### src/rtl/bed_pkg.sv
// ----------------------------------------------------------------------------
// bed_pkg
// Shared types, character codes and helpers for the backslash escape decoder.
// ----------------------------------------------------------------------------
package bed_pkg;

    localparam int BED_QUEUE_DEPTH = 4;
    localparam int BED_MAX_BURST   = 4;

    typedef enum logic [1:0] {
        PH_PLAIN     = 2'd0,
        PH_BACKSLASH = 2'd1,
        PH_X         = 2'd2,
        PH_HEX1      = 2'd3
    } phase_t;

    localparam logic [7:0] CH_BACKSLASH = 8'h5C;
    localparam logic [7:0] CH_LOWER_R   = 8'h72;
    localparam logic [7:0] CH_LOWER_N   = 8'h6E;
    localparam logic [7:0] CH_LOWER_T   = 8'h74;
    localparam logic [7:0] CH_DIGIT_0   = 8'h30;
    localparam logic [7:0] CH_LOWER_X   = 8'h78;

    localparam logic [7:0] BYTE_CR  = 8'h0D;
    localparam logic [7:0] BYTE_LF  = 8'h0A;
    localparam logic [7:0] BYTE_TAB = 8'h09;
    localparam logic [7:0] BYTE_NUL = 8'h00;

    // Up to four decoded bytes caused by one character.
    typedef struct packed {
        logic [BED_MAX_BURST-1:0][7:0] bytes;
        logic [2:0]                    count;
        logic                          last;
    } burst_t;

    function automatic logic is_hex(input logic [7:0] c);
        is_hex = (c >= 8'h30 && c <= 8'h39) ||
                 (c >= 8'h61 && c <= 8'h66) ||
                 (c >= 8'h41 && c <= 8'h46);
    endfunction

    // Letters have bit 6 set; their low nibble is 1..6 for a..f / A..F.
    function automatic logic [3:0] hex_nibble(input logic [7:0] c);
        hex_nibble = c[6] ? (c[3:0] + 4'd9) : c[3:0];
    endfunction

    // Append one byte; drop it once the burst is full.
    function automatic burst_t burst_put(input burst_t b, input logic [7:0] v);
        burst_t r;
        r = b;
        if (b.count < 3'(BED_MAX_BURST))
        begin
            r.bytes[b.count[1:0]] = v;
            r.count               = b.count + 3'd1;
        end
        burst_put = r;
    endfunction

endpackage

### src/rtl/bed_char_if.sv
// ----------------------------------------------------------------------------
// bed_char_if
// Character channel: one text character and its end-of-text mark per beat.
// ----------------------------------------------------------------------------
interface bed_char_if;
    logic       valid;
    logic       ready;
    logic [7:0] char_code;
    logic       end_of_text;

    modport source (output valid, output char_code, output end_of_text, input ready);
    modport sink   (input valid, input char_code, input end_of_text, output ready);
endinterface

### src/rtl/bed_byte_if.sv
// ----------------------------------------------------------------------------
// bed_byte_if
// Byte channel: one decoded byte and its last-of-text mark per beat.
// ----------------------------------------------------------------------------
interface bed_byte_if;
    logic       valid;
    logic       ready;
    logic [7:0] byte_value;
    logic       last_byte;

    modport source (output valid, output byte_value, output last_byte, input ready);
    modport sink   (input valid, input byte_value, input last_byte, output ready);
endinterface

### src/rtl/bed_front.sv
// ----------------------------------------------------------------------------
// bed_front
// Escape state machine: classifies each accepted character and forms the
// burst of decoded bytes it causes.
// ----------------------------------------------------------------------------
module bed_front
    import bed_pkg::*;
(
    input  logic           clk,
    input  logic           rst_n,
    input  logic           accept,
    input  logic [7:0]     char_code,
    input  logic           end_of_text,
    output logic           push,
    output burst_t         burst
);

    phase_t     phase_reg;
    phase_t     phase_next;
    logic [7:0] held_reg;
    logic [7:0] held_next;

    always_ff @(posedge clk or negedge rst_n)
    begin
        if (!rst_n)
        begin
            phase_reg <= PH_PLAIN;
            held_reg  <= '0;
        end
        else
        begin
            phase_reg <= phase_next;
            held_reg  <= held_next;
        end
    end

    always_comb
    begin
        burst_t b;
        b          = '0;
        phase_next = phase_reg;
        held_next  = held_reg;

        if (accept)
        begin
            unique case (phase_reg)
                PH_PLAIN:
                begin
                    if (char_code == CH_BACKSLASH)
                        phase_next = PH_BACKSLASH;
                    else
                        b = burst_put(b, char_code);
                end
                PH_BACKSLASH:
                begin
                    phase_next = PH_PLAIN;
                    unique case (char_code)
                        CH_BACKSLASH: b = burst_put(b, CH_BACKSLASH);
                        CH_LOWER_R:   b = burst_put(b, BYTE_CR);
                        CH_LOWER_N:   b = burst_put(b, BYTE_LF);
                        CH_LOWER_T:   b = burst_put(b, BYTE_TAB);
                        CH_DIGIT_0:   b = burst_put(b, BYTE_NUL);
                        CH_LOWER_X:   phase_next = PH_X;
                        default:
                        begin
                            b = burst_put(b, CH_BACKSLASH);
                            b = burst_put(b, char_code);
                        end
                    endcase
                end
                PH_X:
                begin
                    if (is_hex(char_code))
                    begin
                        held_next  = char_code;
                        phase_next = PH_HEX1;
                    end
                    else
                    begin
                        b = burst_put(b, CH_BACKSLASH);
                        b = burst_put(b, CH_LOWER_X);
                        // replay the character as plain text
                        if (char_code == CH_BACKSLASH)
                            phase_next = PH_BACKSLASH;
                        else
                        begin
                            b          = burst_put(b, char_code);
                            phase_next = PH_PLAIN;
                        end
                    end
                end
                PH_HEX1:
                begin
                    if (is_hex(char_code))
                    begin
                        b = burst_put(b, {hex_nibble(held_reg), hex_nibble(char_code)});
                        phase_next = PH_PLAIN;
                    end
                    else
                    begin
                        b = burst_put(b, CH_BACKSLASH);
                        b = burst_put(b, CH_LOWER_X);
                        b = burst_put(b, held_reg);
                        if (char_code == CH_BACKSLASH)
                            phase_next = PH_BACKSLASH;
                        else
                        begin
                            b          = burst_put(b, char_code);
                            phase_next = PH_PLAIN;
                        end
                    end
                    held_next = '0;
                end
                default:
                begin
                    phase_next = PH_PLAIN;
                end
            endcase

            // flush a pending escape literally at the end of the text
            if (end_of_text)
            begin
                unique case (phase_next)
                    PH_BACKSLASH:
                    begin
                        b = burst_put(b, CH_BACKSLASH);
                    end
                    PH_X:
                    begin
                        b = burst_put(b, CH_BACKSLASH);
                        b = burst_put(b, CH_LOWER_X);
                    end
                    PH_HEX1:
                    begin
                        b = burst_put(b, CH_BACKSLASH);
                        b = burst_put(b, CH_LOWER_X);
                        b = burst_put(b, held_next);
                    end
                    default:
                    begin
                    end
                endcase
                phase_next = PH_PLAIN;
                held_next  = '0;
            end
            b.last = end_of_text;
        end

        burst = b;
        push  = accept && (b.count != 3'd0);
    end

endmodule

### src/rtl/bed_queue.sv
// ----------------------------------------------------------------------------
// bed_queue
// Short FIFO of decoded bursts between the escape state machine and the
// byte serializer.
// ----------------------------------------------------------------------------
module bed_queue
    import bed_pkg::*;
#(
    parameter int DEPTH = BED_QUEUE_DEPTH
)
(
    input  logic   clk,
    input  logic   rst_n,
    input  logic   push,
    input  burst_t push_data,
    output logic   full,
    input  logic   pop,
    output logic   head_valid,
    output burst_t head
);

    localparam int PTR_W = (DEPTH > 1) ? $clog2(DEPTH) : 1;
    localparam int CNT_W = $clog2(DEPTH + 1);

    burst_t             mem_reg [DEPTH];
    logic [PTR_W-1:0]   wr_ptr_reg;
    logic [PTR_W-1:0]   wr_ptr_next;
    logic [PTR_W-1:0]   rd_ptr_reg;
    logic [PTR_W-1:0]   rd_ptr_next;
    logic [CNT_W-1:0]   fill_reg;
    logic [CNT_W-1:0]   fill_next;

    assign full       = (fill_reg == CNT_W'(DEPTH));
    assign head_valid = (fill_reg != '0);
    assign head       = mem_reg[rd_ptr_reg];

    always_comb
    begin
        wr_ptr_next = wr_ptr_reg;
        rd_ptr_next = rd_ptr_reg;
        fill_next   = fill_reg;
        if (push)
            wr_ptr_next = (wr_ptr_reg == PTR_W'(DEPTH - 1)) ? '0 : wr_ptr_reg + PTR_W'(1);
        if (pop)
            rd_ptr_next = (rd_ptr_reg == PTR_W'(DEPTH - 1)) ? '0 : rd_ptr_reg + PTR_W'(1);
        case ({push, pop})
            2'b10:   fill_next = fill_reg + CNT_W'(1);
            2'b01:   fill_next = fill_reg - CNT_W'(1);
            default: fill_next = fill_reg;
        endcase
    end

    always_ff @(posedge clk or negedge rst_n)
    begin
        if (!rst_n)
        begin
            wr_ptr_reg <= '0;
            rd_ptr_reg <= '0;
            fill_reg   <= '0;
        end
        else
        begin
            wr_ptr_reg <= wr_ptr_next;
            rd_ptr_reg <= rd_ptr_next;
            fill_reg   <= fill_next;
        end
    end

    always_ff @(posedge clk)
    begin
        if (push)
            mem_reg[wr_ptr_reg] <= push_data;
    end

endmodule

### src/rtl/bed_back.sv
// ----------------------------------------------------------------------------
// bed_back
// Byte serializer: walks the head burst one byte per beat into the output
// register.
// ----------------------------------------------------------------------------
module bed_back
    import bed_pkg::*;
(
    input  logic       clk,
    input  logic       rst_n,
    input  logic       head_valid,
    input  burst_t     head,
    output logic       pop,
    bed_byte_if.source decoded
);

    logic [1:0] idx_reg;
    logic [1:0] idx_next;
    logic       out_valid_reg;
    logic       out_valid_next;
    logic [7:0] byte_reg;
    logic       last_reg;
    logic       load;
    logic       final_beat;

    assign load       = head_valid && (!out_valid_reg || decoded.ready);
    assign final_beat = (({1'b0, idx_reg} + 3'd1) == head.count);
    assign pop        = load && final_beat;

    always_comb
    begin
        idx_next       = idx_reg;
        out_valid_next = out_valid_reg;
        if (load)
        begin
            out_valid_next = 1'b1;
            idx_next       = final_beat ? 2'd0 : idx_reg + 2'd1;
        end
        else if (decoded.ready)
        begin
            out_valid_next = 1'b0;
        end
    end

    always_ff @(posedge clk or negedge rst_n)
    begin
        if (!rst_n)
        begin
            idx_reg       <= '0;
            out_valid_reg <= 1'b0;
        end
        else
        begin
            idx_reg       <= idx_next;
            out_valid_reg <= out_valid_next;
        end
    end

    // hold the beat until it is taken
    always_ff @(posedge clk)
    begin
        if (load)
        begin
            byte_reg <= head.bytes[idx_reg];
            last_reg <= head.last && final_beat;
        end
    end

    assign decoded.valid      = out_valid_reg;
    assign decoded.byte_value = byte_reg;
    assign decoded.last_byte  = last_reg;

endmodule

### src/rtl/backslash_escape_decoder_core.sv
// ----------------------------------------------------------------------------
// backslash_escape_decoder_core
// Decodes C-style backslash escapes in a Latin-1 character stream. One
// character is accepted per cycle while the burst queue (QUEUE_DEPTH entries)
// has room; each character yields zero to four bytes, which leave through the
// output register at one byte per cycle while the receiver is ready. Each
// burst is written into the queue and then loaded byte by byte into the
// output register. Backslash followed by \ r n t 0 gives the control byte,
// backslash-x with two hex digits gives that byte, anything else is passed
// literally, and a pending escape is flushed when the text ends; last_byte
// marks the final byte of every text.
// ----------------------------------------------------------------------------
module backslash_escape_decoder_core
    import bed_pkg::*;
#(
    parameter int QUEUE_DEPTH = BED_QUEUE_DEPTH
)
(
    input  logic     clk,
    input  logic     rst_n,
    bed_char_if.sink   text,
    bed_byte_if.source decoded
);

    logic   accept;
    logic   push;
    logic   full;
    logic   pop;
    logic   head_valid;
    burst_t burst;
    burst_t head;

    assign text.ready = !full;
    assign accept     = text.valid && !full;

    bed_front u_front (
        .clk         (clk),
        .rst_n       (rst_n),
        .accept      (accept),
        .char_code   (text.char_code),
        .end_of_text (text.end_of_text),
        .push        (push),
        .burst       (burst)
    );

    bed_queue #(
        .DEPTH (QUEUE_DEPTH)
    ) u_queue (
        .clk        (clk),
        .rst_n      (rst_n),
        .push       (push),
        .push_data  (burst),
        .full       (full),
        .pop        (pop),
        .head_valid (head_valid),
        .head       (head)
    );

    bed_back u_back (
        .clk        (clk),
        .rst_n      (rst_n),
        .head_valid (head_valid),
        .head       (head),
        .pop        (pop),
        .decoded    (decoded)
    );

endmodule

### src/flat_wrapper.sv
// flat-port wrapper written by rule: the top's interface ports become plain ports
module backslash_escape_decoder_core_flat import bed_pkg::*;
#(
    parameter int QUEUE_DEPTH = BED_QUEUE_DEPTH
)
  (clk, rst_n, text_valid, text_char_code, text_end_of_text, text_ready, decoded_valid, decoded_byte_value, decoded_last_byte, decoded_ready);
  bed_char_if text_i ();
  bed_byte_if decoded_i ();
  input  logic clk;
  input  logic rst_n;
  input wire logic [$bits(text_i.valid)-1:0] text_valid;
  input wire logic [$bits(text_i.char_code)-1:0] text_char_code;
  input wire logic [$bits(text_i.end_of_text)-1:0] text_end_of_text;
  output wire logic [$bits(text_i.ready)-1:0] text_ready;
  output wire logic [$bits(decoded_i.valid)-1:0] decoded_valid;
  output wire logic [$bits(decoded_i.byte_value)-1:0] decoded_byte_value;
  output wire logic [$bits(decoded_i.last_byte)-1:0] decoded_last_byte;
  input wire logic [$bits(decoded_i.ready)-1:0] decoded_ready;
  assign text_i.valid = text_valid;
  assign text_i.char_code = text_char_code;
  assign text_i.end_of_text = text_end_of_text;
  assign text_ready = text_i.ready;
  assign decoded_valid = decoded_i.valid;
  assign decoded_byte_value = decoded_i.byte_value;
  assign decoded_last_byte = decoded_i.last_byte;
  assign decoded_i.ready = decoded_ready;
  backslash_escape_decoder_core #(.QUEUE_DEPTH(QUEUE_DEPTH)) u_core (.clk(clk), .rst_n(rst_n), .text(text_i), .decoded(decoded_i));
endmodule
### config.mk
export PLATFORM = sky130hd
export DESIGN_NAME = backslash_escape_decoder_core_flat
export DESIGN_NICKNAME = d
export VERILOG_FILES = /design/src/rtl/bed_pkg.sv /design/src/rtl/bed_char_if.sv /design/src/rtl/bed_byte_if.sv /design/src/rtl/bed_front.sv /design/src/rtl/bed_queue.sv /design/src/rtl/bed_back.sv /design/src/rtl/backslash_escape_decoder_core.sv /design/src/flat_wrapper.sv
export SDC_FILE = /design/constraint.sdc
export NUM_CORES = 1
export LEC_CHECK = 0
export ABC_AREA = 1
export CORE_MARGIN = 2
export CORE_UTILIZATION = 58
export CTS_CLUSTER_SIZE = 40
export DETAILED_ROUTE_END_ITERATION = 16
export DONT_BUFFER_PORTS = 1
export GPL_TIMING_DRIVEN = 0
export PLACE_DENSITY = 0.88
export SLEW_MARGIN = 20
export SYNTH_ARGS = -nofsm -noshare
export SYNTH_HDL_FRONTEND = slang
export SYNTH_SLANG_ARGS = --single-unit
export TNS_END_PERCENT = 100
### constraint.sdc
create_clock -name clk -period 4.2 [get_ports clk]
set_clock_uncertainty 0.15 [all_clocks]
set_input_delay 0.84 -clock clk [delete_from_list [all_inputs] [get_ports clk]]
set_output_delay 0.84 -clock clk [all_outputs]
set_load 0.05 [all_outputs]
==> impl_metrics.py <==
metrics = {
    "synth": {
        "yosys-top-cells-area": "edfxtp_1 50%, o21ai_0 6.8%, dfrtp_1 5.5%",
        "synth_adder_area_share": 0.0366,
        "synth_xor_area_frac": 0.00577,
        "synth_flop_cell": "edfxtp_1",
        "async_flop_share": 0.116,
        "synth-edff-count": 153,
        "synth_mux_area_frac": 0,
        "synth_area_per_cell_um2": 9.68,
        "syn-num-nets": 979,
        "yosys.cell_types.count": 47,
        "synth_top_family_by_area": "simple AND/OR/NAND/NOR gates",
        "seq_area_frac_synth": 0.560,
        "synth-compound-area-share": 0.161,
        "synth_seq_cells": 173,
        "synth_top_area_frac": 0.505,
        "synth_top_area_cell": "edfxtp_1",
        "yosys_warnings": 0,
        "yosys.area_share.simple": 0.177,
        "syn_area_um2": 9100,
        "netlist_instances": 940,
    },
    "critical_path": {
        "timing.rr.start": "u_core.u_front.phase_reg[0]",
        "reg2reg_depth": 29,
        "startpoint_type": "input pin",
        "critPathMaxStageDelay_ps": 340,
        "cp_common_cell": "nand2_4",
        "crit_fanout": 5,
        "slowest_stage": "fa_2",
        "r2r_setup_slack_ps": 20,
        "critPathKind": "input pin to flop",
        "end_kind": "flop",
        "cp-startpoint": "text_char_code[7]",
        "arrival_ps": 4430,
        "reg2reg_to": "u_core.u_queue.fill_reg[2]",
        "worstPathRequired_ps": 4370,
    },
    "route": {
        "routedWlPerCell_um": 23.8,
        "wl_met1_mm": 10.7,
        "drt-initial-drc-count": 1117,
        "highest-signal-layer": "met4",
        "vias_per_cell": 6.43,
        "drcViolationCount": 0,
        "vias": 8154,
        "wl_met2_mm": 14.4,
        "postRouteAntennaNets": 0,
        "wirelength_mm": 30.3,
        "drt_first_pass_iters": 5,
        "wl_met3_mm": 3.19,
    },
    "layout": {
        "fin_area_um2": 11100,
        "drive_above_1_share": 0.209,
        "mostFrequentLayoutCells": "153 x edfxtp_1, 124 x nor2_1, 121 x o21ai_0",
        "antenna_cells": 0,
        "stdcell_count": 1269,
        "largest_reg_flops": 144,
        "num-fill-cells": 1034,
        "fin_nets": 1084,
        "syn2layout_area_growth_pct": 21.7,
        "final_common_cell": "edfxtp_1",
    },
    "floorplanning": {
        "initial_utilization": 0.597,
        "ios": 24,
        "die_height_um": 129,
        "die_area_um2": 16700,
        "die_w_um": 129,
        "num_rows": 45,
        "core_area_um2": 15300,
    },
    "place": {
        "port_buffers": 0,
        "place_ws_ps": -1230,
        "placed_area_um2": 9590,
        "routabilityCongestion": 1.00,
        "placed_cells_incl_taps": 1151,
        "hpwl_mm": 18.5,
    },
    "global_routing": {
        "antenna_found_initial": 0,
        "grt_start_max_net_pins": 21,
        "grt_pass1_vias": 7812,
        "grt_pass1_wl_mm": 44.4,
        "grt_overflow_total": 0,
        "grt_usage": 0.365,
    },
    "clock_tree": {
        "root_buffer": "clkbuf_16",
        "htreeDepth": 4,
        "cts_buffers": 17,
        "clk_pin_slew_worst_paths_ps": 70,
        "cts_sinks": 173,
        "cts.path.max_buffers": 2,
        "cts_tree": "done",
        "clk_latency_ps": 440,
    },
    "pwr": {
        "peakVddDrop_v": 0.000390,
        "clkPwrFrac": 0.242,
        "powerDensity_nw_per_um2": 575,
        "switchingPower_mw": 2.52,
        "p_seq_frac": 0.411,
        "p_int_mw": 3.85,
        "combPwrFrac": 0.347,
        "switching_share": 0.396,
        "leakagePower_nw": 4.25,
        "total_power_mw": 6.37,
    },
    "sta": {
        "worstMarginPinSlew_ps": 930,
        "slew_headroom": 0.378,
        "period_share": 1.01,
        "finalHoldViolCount": 0,
        "timing.final.max_slew_violations": 0,
        "setup_slack_ps": -60.8,
        "setup_viol": 23,
        "layout_min_cycle_time_ps": 4260,
        "rsz0062_at_grt": "true",
        "finalSetupTns_ps": -777,
        "fmax_mhz": 235,
    },
    "flow_run": {
        "cap_violations": 0,
    },
    "min_path": {
        "hold_end": "u_core.u_queue.fill_reg[1]",
        "worstHoldStart": "u_core.u_queue.fill_reg[1]",
        "hold_depth": 2,
        "hold_path.class": "flop to flop",
    },
    "status": {
        "status": "finished, violations left",
        "violations": "setup timing",
    },
}
how the worst max path moves through the flow:
stage	endpoint	slack, ps	depth (start not counted)
floorplan	u_core.u_queue.fill_reg[2]	-370	31
global placement	u_core.u_queue.mem_reg[3][34]	-1170	25
detailed placement	u_core.u_queue.mem_reg[1][34]	-1230	25
CTS	u_core.u_queue.fill_reg[2]	1	31
global route	u_core.u_queue.fill_reg[2]	-270	31
finish	u_core.u_queue.fill_reg[2]	-60	31
kinds of logic (layout without fill, tap and decap cells):
logic type / count (synthesis) / count (layout)
simple gates: 354 / 354
compound gates: 247 / 247
buf+inv: 134 / 252
flops: 173 / 173
fa+ha+maj: 26 / 26
xor+xnor: 6 / 6
Yosys cell counts (all sizes together) (4+ instances only):
cell / count
clkinv: 5
o21ai: 125
edfxtp: 153
o221ai: 27
a31oi: 8
inv: 88
o22ai: 28
clkbuf: 30
nand4: 12
a21oi: 37
nand3: 51
a211oi: 4
nand2: 145
nor2: 135
o211ai: 9
dfrtp: 20
xor2: 4
buf: 11
ha: 25
nor3: 7
metrics by stage:
| step | hold slack (ps) | utilization |
|---|---|---|
| after floorplan | 295 | - |
| after global placement | 310 | 0.628 |
| after detailed placement | 324 | 0.628 |
| after CTS | 338 | 0.716 |
| after global routing | 339 | 0.726 |
| final | 331 | 0.726 |
layer usage:
layer / global-route usage / vias to the layer above
met1: 0.442 / 3791
met2: 0.607 / 649
li1: - / 3559
met3: 0.0838 / 155
met4: 0.201 / 0
met5: 0 / -
area by class of cell:
| cell class | count | area, um^2 | area share |
|---|---|---|---|
| flip-flops and latches | 173 | 5090 | 0.460 |
| multi-input cells | 633 | 3780 | 0.341 |
| repair buffers | 82 | 707 | 0.0638 |
| clock buffers | 17 | 425 | 0.0384 |
| inverters | 93 | 410 | 0.0370 |
| well taps | 211 | 264 | 0.0238 |
| plain buffers | 41 | 223 | 0.0201 |
| clock inverters | 15 | 144 | 0.0130 |
| repair inverters | 4 | 30.0 | 0.00271 |
power groups by stage:
stage | Clock (mW) | Sequential, mW | Combinational [mW]
6_report | 1.54 | 2.62 | 2.21
5_1_grt | 1.60 | 2.65 | 2.34
4_1_cts | 1.51 | 2.61 | 2.01
3_5_place_dp | 0 | 2.65 | 1.84
3_3_place_gp | 0 | 2.63 | 1.77
2_1_floorplan | 0 | 2.61 | 1.25
worst max-delay path: cells and delay by family:
family | cells | cell delay, ps
XOR/XNOR | 1 | 140
AO/OA/AOI/OAI | 2 | 210
buffers and inverters | 7 | 520
AND/OR/NAND/NOR | 16 | 1560
adder cells (fa/ha/maj) | 5 | 1140
what timing repair did:
| item | 4_1_cts | 5_1_grt |
|---|---|---|
| gates resized for setup | 32 | 17 |
| endpoints found under the setup margin | 155 | 166 |
| buffers inserted | 76 | 7 |
| hold buffers | 1 | 0 |
| endpoints found under the hold margin | 20 | 0 |
| gates cloned | 4 | 3 |
| pin swaps | 21 | 20 |
No activity file was read; power rests on OpenSTA's default activity.
